$ cat src/hdl/stereo_feedback_comb_mixer_macros.svh
// Assertion macros shared by the mixer RTL.
`ifndef STEREO_FEEDBACK_COMB_MIXER_MACROS_SVH
`define STEREO_FEEDBACK_COMB_MIXER_MACROS_SVH
`ifndef SYNTHESIS
`define SFCM_ASSERT_SAME(label, clk, rst, ante, cons) \
   label: assert property (@(posedge clk) disable iff (rst) (ante) |-> (cons)) \
      else $error("sfcm: same-cycle check failed");
`define SFCM_ASSERT_NEXT(label, clk, rst, ante, cons) \
   label: assert property (@(posedge clk) disable iff (rst) (ante) |=> (cons)) \
      else $error("sfcm: next-cycle check failed");
`else
`define SFCM_ASSERT_SAME(label, clk, rst, ante, cons)
`define SFCM_ASSERT_NEXT(label, clk, rst, ante, cons)
`endif
`endif

$ cat src/hdl/sfcm_pkg.sv
package sfcm_pkg;

   localparam int SAMPLE_BITS = 24;
   localparam int FRAC_BITS   = SAMPLE_BITS - 5;
   localparam int RING_DEPTH  = 16;
   localparam int POS_BITS    = $clog2(RING_DEPTH);
   localparam int CNT_BITS    = 6;

   // Coefficients are unsigned Q.16.
   localparam int COEF_BITS   = 17;
   localparam int PROD_BITS   = SAMPLE_BITS + COEF_BITS + 1;
   localparam int SCALED_BITS = PROD_BITS - 16;
   localparam int SUM_BITS    = SCALED_BITS + 2;

   localparam logic [COEF_BITS-1:0] K_FEEDBACK = 17'd36045;
   localparam logic [COEF_BITS-1:0] K_DRY      = 17'd47186;
   localparam logic [COEF_BITS-1:0] K_WET      = 17'd26214;
   localparam logic [COEF_BITS-1:0] K_LOW      = 17'd5243;
   localparam logic [COEF_BITS-1:0] K_HIGH     = 17'd117965;

   localparam logic [1:0] MODE_PASS   = 2'd0;
   localparam logic [1:0] MODE_WOBBLE = 2'd1;
   localparam logic [1:0] MODE_COMB   = 2'd2;

   localparam int CSR_INDEX_BITS = 3;
   localparam int CSR_DATA_BITS  = 32;

   localparam logic [CSR_INDEX_BITS-1:0] CSR_ARM        = 3'd0;
   localparam logic [CSR_INDEX_BITS-1:0] CSR_USE_BUFFER = 3'd1;
   localparam logic [CSR_INDEX_BITS-1:0] CSR_DESC_BASE  = 3'd2;
   localparam logic [CSR_INDEX_BITS-1:0] CSR_DESC_END   = 3'd3;
   localparam logic [CSR_INDEX_BITS-1:0] CSR_DESC_SPAN  = 3'd4;

   typedef logic signed [SAMPLE_BITS-1:0] sample_type;

   typedef struct packed {
      logic       block_start;
      sample_type dry_left;
      sample_type dry_right;
      sample_type bus_left;
      sample_type bus_right;
   } req_type;

   typedef struct packed {
      sample_type out_left;
      sample_type out_right;
      logic [1:0] mode_taken;
   } rsp_type;

   typedef struct packed {
      logic [1:0] mode;
      logic       swap_gains;
   } core_ctl_type;

endpackage

$ cat src/hdl/sfcm_core.sv
module sfcm_core (
   input  sfcm_pkg::req_type      item,
   input  sfcm_pkg::core_ctl_type ctl,
   input  sfcm_pkg::sample_type   ring_rd,
   output sfcm_pkg::rsp_type      result,
   output sfcm_pkg::sample_type   ring_in
);
   import sfcm_pkg::*;

   localparam logic signed [PROD_BITS-1:0] ROUND_HALF = PROD_BITS'(32768);
   localparam logic signed [SCALED_BITS-1:0] LIM_ZERO = SCALED_BITS'(4 * (2 ** FRAC_BITS));
   localparam logic signed [SCALED_BITS-1:0] LIM_ZERO_NEG = -LIM_ZERO;
   localparam logic signed [SCALED_BITS-1:0] LIM_CLAMP =
      SCALED_BITS'(3 * (2 ** (FRAC_BITS - 1)));
   localparam logic signed [SCALED_BITS-1:0] LIM_CLAMP_NEG = -LIM_CLAMP;
   localparam logic signed [SUM_BITS-1:0] SAT_MAX = SUM_BITS'((2 ** (SAMPLE_BITS - 1)) - 1);
   localparam logic signed [SUM_BITS-1:0] SAT_MIN = ~SAT_MAX;

   // Product rounded to nearest, ties toward positive infinity.
   function automatic logic signed [SCALED_BITS-1:0] mulq(input sample_type x,
                                                           input logic [COEF_BITS-1:0] k);
      logic signed [PROD_BITS-1:0] p;
      p = PROD_BITS'(x) * $signed({1'b0, k}) + ROUND_HALF;
      mulq = p[PROD_BITS-1:16];
   endfunction

   function automatic sample_type limit(input logic signed [SCALED_BITS-1:0] v);
      logic signed [SCALED_BITS-1:0] z;
      if (v >= LIM_ZERO || v <= LIM_ZERO_NEG) begin
         z = '0;
      end else begin
         z = v;
      end
      if (z > LIM_CLAMP) begin
         z = LIM_CLAMP;
      end else if (z < LIM_CLAMP_NEG) begin
         z = LIM_CLAMP_NEG;
      end
      limit = z[SAMPLE_BITS-1:0];
   endfunction

   function automatic sample_type sat(input logic signed [SUM_BITS-1:0] v);
      logic signed [SUM_BITS-1:0] z;
      if (v > SAT_MAX) begin
         z = SAT_MAX;
      end else if (v < SAT_MIN) begin
         z = SAT_MIN;
      end else begin
         z = v;
      end
      sat = z[SAMPLE_BITS-1:0];
   endfunction

   logic                          is_comb;
   logic                          is_pass;
   logic [COEF_BITS-1:0]          gain_left;
   logic [COEF_BITS-1:0]          gain_right;
   logic signed [SAMPLE_BITS:0]   mono_sum;
   sample_type                    mono;
   sample_type                    delayed;
   logic signed [SCALED_BITS-1:0] store_pre;
   logic signed [SCALED_BITS-1:0] wet;
   logic signed [SCALED_BITS-1:0] scaled_left;
   logic signed [SCALED_BITS-1:0] scaled_right;
   logic signed [SUM_BITS-1:0]    add_left;
   logic signed [SUM_BITS-1:0]    add_right;
   logic signed [SUM_BITS-1:0]    wet_term;
   logic signed [SUM_BITS-1:0]    sum_left;
   logic signed [SUM_BITS-1:0]    sum_right;

   assign is_comb = (ctl.mode == MODE_COMB);
   assign is_pass = (ctl.mode == MODE_PASS);

   // The dry multiplier is shared between the wobble gains and the comb dry gain.
   assign gain_left  = is_comb ? K_DRY : (ctl.swap_gains ? K_LOW : K_HIGH);
   assign gain_right = is_comb ? K_DRY : (ctl.swap_gains ? K_HIGH : K_LOW);

   assign mono_sum = (SAMPLE_BITS+1)'(item.dry_left) + (SAMPLE_BITS+1)'(item.dry_right);
   assign mono     = mono_sum[SAMPLE_BITS:1];

   assign delayed   = limit(SCALED_BITS'(ring_rd));
   assign store_pre = SCALED_BITS'(mono) + mulq(delayed, K_FEEDBACK);
   assign ring_in   = limit(store_pre);
   assign wet       = mulq(delayed, K_WET);

   assign scaled_left  = mulq(item.dry_left, gain_left);
   assign scaled_right = mulq(item.dry_right, gain_right);

   assign add_left  = is_pass ? SUM_BITS'(item.dry_left) : SUM_BITS'(scaled_left);
   assign add_right = is_pass ? SUM_BITS'(item.dry_right) : SUM_BITS'(scaled_right);
   assign wet_term  = is_comb ? SUM_BITS'(wet) : '0;

   assign sum_left  = SUM_BITS'(item.bus_left) + add_left + wet_term;
   assign sum_right = SUM_BITS'(item.bus_right) + add_right + wet_term;

   assign result.out_left   = sat(sum_left);
   assign result.out_right  = sat(sum_right);
   assign result.mode_taken = ctl.mode;

endmodule

$ cat src/hdl/stereo_feedback_comb_mixer.sv
// Stereo feedback comb mixer. Takes one item per clock, back to back, while
// the output is not stalled, and returns one result item per input item, in
// order. The result register is loaded from the input register when the
// output advances. While a result waits in the output register, the input
// register can still take one item, and after that the input stalls. The
// rate of one item per cycle while not stalled is set by the read-modify-write
// of the 16-entry comb ring, which is held in flip-flops and cleared by reset
// with no clearing pass. Configuration registers are to be written by the user
// only while the block is idle; the block itself does not enforce it. The
// descriptor plausibility flag is registered from the descriptor registers.
`include "stereo_feedback_comb_mixer_macros.svh"

module stereo_feedback_comb_mixer (
   input  logic                                 clock,
   input  logic                                 reset,
   input  logic                                 req_valid,
   output logic                                 req_stall,
   input  sfcm_pkg::req_type                    req_data,
   output logic                                 rsp_valid,
   input  logic                                 rsp_stall,
   output sfcm_pkg::rsp_type                    rsp_data,
   input  logic                                 csr_write,
   input  logic [sfcm_pkg::CSR_INDEX_BITS-1:0]  csr_index,
   input  logic [sfcm_pkg::CSR_DATA_BITS-1:0]   csr_wdata
);
   import sfcm_pkg::*;

   localparam logic [CSR_DATA_BITS-1:0] DESC_MIN_BYTES  = 32'd96;
   localparam logic [CSR_DATA_BITS-1:0] DESC_MAX_BYTES  = 32'h0080_0000;
   localparam logic [CSR_DATA_BITS-1:0] DESC_ALIGN_MASK = 32'd3;

   logic                     arm_ff, arm_in;
   logic                     use_buffer_ff, use_buffer_in;
   logic [CSR_DATA_BITS-1:0] desc_base_ff, desc_base_in;
   logic [CSR_DATA_BITS-1:0] desc_end_ff, desc_end_in;
   logic [CSR_DATA_BITS-1:0] desc_span_ff, desc_span_in;
   logic                     plaus_ff, plaus_in;
   logic [CSR_DATA_BITS-1:0] desc_bytes;

   logic                     in_valid_ff, in_valid_in;
   req_type                  in_data_ff, in_data_in;
   logic                     rsp_valid_ff, rsp_valid_in;
   rsp_type                  rsp_data_ff, rsp_data_in;

   sample_type               ring_ff [RING_DEPTH];
   logic [POS_BITS-1:0]      ring_pos_ff, ring_pos_in;
   logic [CNT_BITS-1:0]      block_cnt_ff, block_cnt_in;
   logic [CNT_BITS-1:0]      cnt_next;

   logic                     advance;
   logic                     fire;
   logic [1:0]               mode;
   core_ctl_type             core_ctl;
   rsp_type                  core_result;
   sample_type               ring_in;

   // Configuration registers.
   always_comb begin
      arm_in        = arm_ff;
      use_buffer_in = use_buffer_ff;
      desc_base_in  = desc_base_ff;
      desc_end_in   = desc_end_ff;
      desc_span_in  = desc_span_ff;
      if (csr_write) begin
         case (csr_index)
            CSR_ARM:        arm_in        = csr_wdata[0];
            CSR_USE_BUFFER: use_buffer_in = csr_wdata[0];
            CSR_DESC_BASE:  desc_base_in  = csr_wdata;
            CSR_DESC_END:   desc_end_in   = csr_wdata;
            CSR_DESC_SPAN:  desc_span_in  = csr_wdata;
            default: ;
         endcase
      end
   end

   assign desc_bytes = desc_end_ff - desc_base_ff;

   always_comb begin
      plaus_in = (desc_base_ff != '0)
              && (desc_end_ff > desc_base_ff)
              && (((desc_base_ff | desc_end_ff | desc_span_ff) & DESC_ALIGN_MASK) == '0)
              && (desc_bytes >= DESC_MIN_BYTES) && (desc_span_ff >= DESC_MIN_BYTES)
              && (desc_bytes <= DESC_MAX_BYTES) && (desc_span_ff <= DESC_MAX_BYTES)
              && (desc_span_ff >= desc_bytes);
   end

   // Two-register pipeline: the input register feeds the result register.
   assign advance   = !rsp_valid_ff || !rsp_stall;
   assign fire      = in_valid_ff && advance;
   assign req_stall = in_valid_ff && !advance;
   assign rsp_valid = rsp_valid_ff;
   assign rsp_data  = rsp_data_ff;

   always_comb begin
      if (!req_stall) begin
         in_valid_in = req_valid;
         in_data_in  = req_data;
      end else begin
         in_valid_in = in_valid_ff;
         in_data_in  = in_data_ff;
      end
      rsp_valid_in = advance ? in_valid_ff : rsp_valid_ff;
      rsp_data_in  = fire ? core_result : rsp_data_ff;
   end

   always_comb begin
      if (!arm_ff || !plaus_ff) begin
         mode = MODE_PASS;
      end else if (!use_buffer_ff) begin
         mode = MODE_WOBBLE;
      end else begin
         mode = MODE_COMB;
      end
   end

   // The wobble counter steps before its top bit picks the gains.
   assign cnt_next = block_cnt_ff + CNT_BITS'(in_data_ff.block_start);

   assign core_ctl.mode       = mode;
   assign core_ctl.swap_gains = cnt_next[CNT_BITS-1];

   always_comb begin
      block_cnt_in = block_cnt_ff;
      ring_pos_in  = ring_pos_ff;
      if (fire && mode == MODE_WOBBLE) begin
         block_cnt_in = cnt_next;
      end
      if (fire && mode == MODE_COMB) begin
         ring_pos_in = (ring_pos_ff == POS_BITS'(RING_DEPTH - 1)) ? '0
                                                                : ring_pos_ff + POS_BITS'(1);
      end
   end

   sfcm_core u_core (
      .item    (in_data_ff),
      .ctl     (core_ctl),
      .ring_rd (ring_ff[ring_pos_ff]),
      .result  (core_result),
      .ring_in (ring_in)
   );

   always_ff @(posedge clock) begin
      if (reset) begin
         arm_ff        <= 1'b0;
         use_buffer_ff <= 1'b0;
         desc_base_ff  <= '0;
         desc_end_ff   <= '0;
         desc_span_ff  <= '0;
         plaus_ff      <= 1'b0;
         in_valid_ff   <= 1'b0;
         rsp_valid_ff  <= 1'b0;
         ring_pos_ff   <= '0;
         block_cnt_ff  <= '0;
      end else begin
         arm_ff        <= arm_in;
         use_buffer_ff <= use_buffer_in;
         desc_base_ff  <= desc_base_in;
         desc_end_ff   <= desc_end_in;
         desc_span_ff  <= desc_span_in;
         plaus_ff      <= plaus_in;
         in_valid_ff   <= in_valid_in;
         rsp_valid_ff  <= rsp_valid_in;
         ring_pos_ff   <= ring_pos_in;
         block_cnt_ff  <= block_cnt_in;
      end
   end

   always_ff @(posedge clock) begin
      in_data_ff  <= in_data_in;
      rsp_data_ff <= rsp_data_in;
   end

   always_ff @(posedge clock) begin
      if (reset) begin
         for (int i = 0; i < RING_DEPTH; i++) begin
            ring_ff[i] <= '0;
         end
      end else if (fire && mode == MODE_COMB) begin
         ring_ff[ring_pos_ff] <= ring_in;
      end
   end

   `SFCM_ASSERT_NEXT(a_rsp_loaded, clock, reset, fire, rsp_valid_ff)
   `SFCM_ASSERT_NEXT(a_pass_off, clock, reset, fire && !arm_ff, rsp_data.mode_taken == MODE_PASS)
   `SFCM_ASSERT_NEXT(a_pos_hold, clock, reset, !(fire && mode == MODE_COMB), $stable(ring_pos_ff))
   `SFCM_ASSERT_NEXT(a_cnt_hold, clock, reset, !(fire && mode == MODE_WOBBLE), $stable(block_cnt_ff))

endmodule

$ cat config.mk
export PLATFORM = sky130hd
export DESIGN_NAME = stereo_feedback_comb_mixer
export DESIGN_NICKNAME = d
export VERILOG_FILES = /design/src/hdl/sfcm_pkg.sv /design/src/hdl/sfcm_core.sv /design/src/hdl/stereo_feedback_comb_mixer.sv
export VERILOG_INCLUDE_DIRS = /design/src /design/src/hdl
export SDC_FILE = /design/constraint.sdc
export NUM_CORES = 2
export LEC_CHECK = 0
export ABC_AREA = 1
export ABC_CLOCK_PERIOD_IN_PS = 13300
export BUFFER_PORTS_ARGS = -buffer_cell sky130_fd_sc_hd__buf_2
export CAP_MARGIN = 40
export CORE_UTILIZATION = 51
export DETAILED_ROUTE_END_ITERATION = 8
export PLACE_DENSITY = 0.68
export SETUP_SLACK_MARGIN = 0.4
export SLEW_MARGIN = 20
export SYNTH_ARGS = -nofsm -noshare
export SYNTH_HDL_FRONTEND = slang
export SYNTH_SLANG_ARGS = --single-unit
$ cat constraint.sdc
create_clock -name clock -period 13.3 [get_ports clock]
set_input_delay 1.995 -clock clock [delete_from_list [all_inputs] [get_ports clock]]
set_output_delay 1.995 -clock clock [all_outputs]
set_load 0.05 [all_outputs]
==> reports/summary.txt <==
Worst path max stage delay - 650 ps
Critical Setup Path Class - reg -> reg
Synth cell types - 62
final hold vios - 0
H-tree Lvls - 3
pin count of the biggest net entering global routing - 103
crit start category - flip-flop
Via density - 5.39
ratio of cells with drive above 1 in the final layout - 10.6%
Rows - 140
worst hold path type - reg -> reg
sequential cell area - 18300 sq um
total of max-cap violations - 0
Clock Latency Late Sink - 740 ps
Setup WS pre-CTS - -553 ps
Worst Tran Pin Value - 847 ps
Synth Warn # - 0
logic gate share of total power - 70.6%
critical path data arrival time - 13080 ps
sw power - 8070 uW
DRC Markers - 0
post-synthesis sequential area ratio - 24.3%
final worst slack - 762 ps
Mapped Avg Cell Area - 8.63 sq um
Crit Path Max Fanout - 17
diode count - 0
number of flops mapped to enable cells by yosys - 531
core area - 146000 sq um
DRT iter0 DRCs - 5503
Cell Area, Synth - 75000 sq um
CTS tree - built
Cells after Synth - 8689
Yosys top cell by area - fa_1
aggregate negative setup slack - 0 ps
DRT Wirelength - 225 mm
leakage dissipation - 0.0415 uW
Clock Tree Root - clkbuf_16
Placed Area - 79500 sq um
RePlAce Congestion - 0.992
post-synth net total - 10500
dominant synthesized flop cell - edfxtp_1
Highest Clock Rate - 0.0798 GHz
Area Growth Syn to Fin - 12.0%
first-pass GRT wire length - 347 mm
fillers - 13100
Slew headroom - 43.3%
CP required - 13840 ps
# hold bufs at CTS - 0
Flop pwr share - 15.1%
max-slew violation count - 0
CP endpoint kind - flip-flop
Final Skew - 91.2 ps
maximum root-to-sink buffer count - 3
CTS buffer count - 76
Final Cycle Share - 94.3%
die footprint - 149000 sq um
Detail Route Antenna Nets - 0
IO Pins - 189
wire per inst - 20.4 um
Clk pwr share - 14.3%
Die Span Y - 386 um
initial antenna violation count - 7
Final min period - 12540 ps
global route overflow - 0
clock sinks - 646
First-pass DRT Iterations - 6
fin util - 57.7%
Synth area leaders - fa_1, edfxtp_1, ha_1, inv_1, nand2_1
Design Area, Final - 84000 sq um
total power - 15900 uW
vias in the first global route - 60000
multi-input logic area - 49000 sq um
ys async rst share - 0%
Port Buf Inserts - 188
outcome - completed
pwr dens - 189 nW/um^2
Setup Viol. Count Final - 0
Total Routing Usage GR - 30.6%
final net count - 10800
Clk pin slew, worst setup/hold paths - 60 ps
Slowest-stage cell, CP - fa_1
Die X - 386 um
Max VDD drop - 0.441 mV
Synth Register Bits - 646
Switching Share - 50.7%
cell internal pwr - 7850 uW
vias - 59300
Yosys top cell area share - 24.8%
hpwl dp - 179 mm
initial core utilization - 51.5%
RSZ-0062 raised after global routing - true
==> cells in the mapped netlist, drive strengths merged (26+ instances only) <==
master and instances:
edfxtp 531, nand4 52, a21oi 433, o21bai 37, nor3 53, dfxtp 115, ha 758, fa 931
nor2 931, nand2 1299, a21o 26, inv 2055, xnor2 119, nand3 337, xor2 202, o21ai 382
buf 110, clkbuf 128
==> routing by layer <==
metal	track usage, %	share of wire, %
met1	42.4	42
met2	48.1	45
met3	5.08	8.5
met4	11.7	4.3
met5	0	0.023
==> sequential cells by signal, summed over array words and instances, names as in the netlist, 4 cells and up, named ones only <==
name / count
ring_ff: 384
desc_base_ff: 32
desc_end_ff: 32
rsp_data: 50
desc_span_ff: 32
ring_pos_ff: 4
in_data_ff: 97
block_cnt_ff: 6
==> timing repair <==
action,4_1_cts,5_1_grt
cloned,3,5
endpoints found under the setup margin,367,432
setup buffers,4,52
pin swaps,3,49
gates resized for setup,73,250
==> critical path, delay by kind of cell, from the launching register on <==
family,cells,cell delay (ps)
adders and majority gates,10,4500
and+or+nand+nor,28,3260
buffers and inverters,17,1960
AOI/OAI and AO/OA,9,1790
DFF,1,460
xor gates and xnor gates,2,350
==> cells in the final DEF (no fill, tap or decap), types with 18 or more instances in the layout <==
master / instances
o21bai_1: 35
nor4_1: 21
dfxtp_1: 112
buf_2: 188
nand2_1: 1251
nand2_2: 30
buf_12: 39
xor2_1: 189
nand3_1: 308
a21o_1: 26
o211ai_1: 25
nand2_4: 18
buf_4: 244
nor2_2: 95
a21oi_1: 410
nand4_1: 51
o21ai_1: 42
nor3_1: 45
fa_1: 930
xnor2_1: 112
o21ai_0: 316
nor2_1: 818
clkbuf_16: 78
a21oi_2: 18
ha_1: 739
nand3_2: 29
inv_1: 2030
o21a_1: 19
o21ai_2: 23
nor2_4: 18
edfxtp_1: 531
==> area by class of cell <==
class | instances | area share (%)
sequential | 646 | 21.7
multi-input combinational | 5748 | 58.3
clock buffer | 84 | 2.33
inverter | 2057 | 9.24
timing repair inverter | 4 | 0.0357
tap | 1917 | 2.85
clock inverter | 55 | 0.920
timing repair buffer | 487 | 4.59
==> path summary, 6_finish.rpt <==
check / start / endpoint / slack, ps / cells after the start
worst max register to register: flip-flop / rsp_data[6] / 760 / 66
worst max-delay path: flip-flop / rsp_data[6] / 760 / 66
worst min register to register: desc_end_ff[6] / desc_end_ff[6] / 450 / 2
worst min-delay path: desc_end_ff[6] / desc_end_ff[6] / 450 / 2
==> power by group through the flow <==
stage	registers (uW)	clock network [uW]	logic, uW
after floorplan	2460	0	7800
after global placement	2440	0	10600
after detailed placement	2440	0	10800
after CTS	2400	2310	10900
after global routing	2410	2380	12600
final	2400	2280	11200
==> metrics by stage <==
stage / std cells / hold WS (ps)
after global placement: 10800 / 437
after detailed placement: 10800 / 443
after global routing: 11000 / 470
after floorplan: 8689 / 427
final: 11000 / 450
after CTS: 10900 / 451
==> cells by family after synthesis <==
kind of cell               Yosys count  synth area share (%)
and+or+nand+nor                   2734                  15.2
muxes                                1                0.0150
DFF                                646                  24.3
adders and majority gates         1689                  37.5
AOI/OAI and AO/OA                 1003                  7.36
buffers and inverters             2295                  11.9
xor gates and xnor gates           321                  3.77
Power figures use the tool's default switching activity.
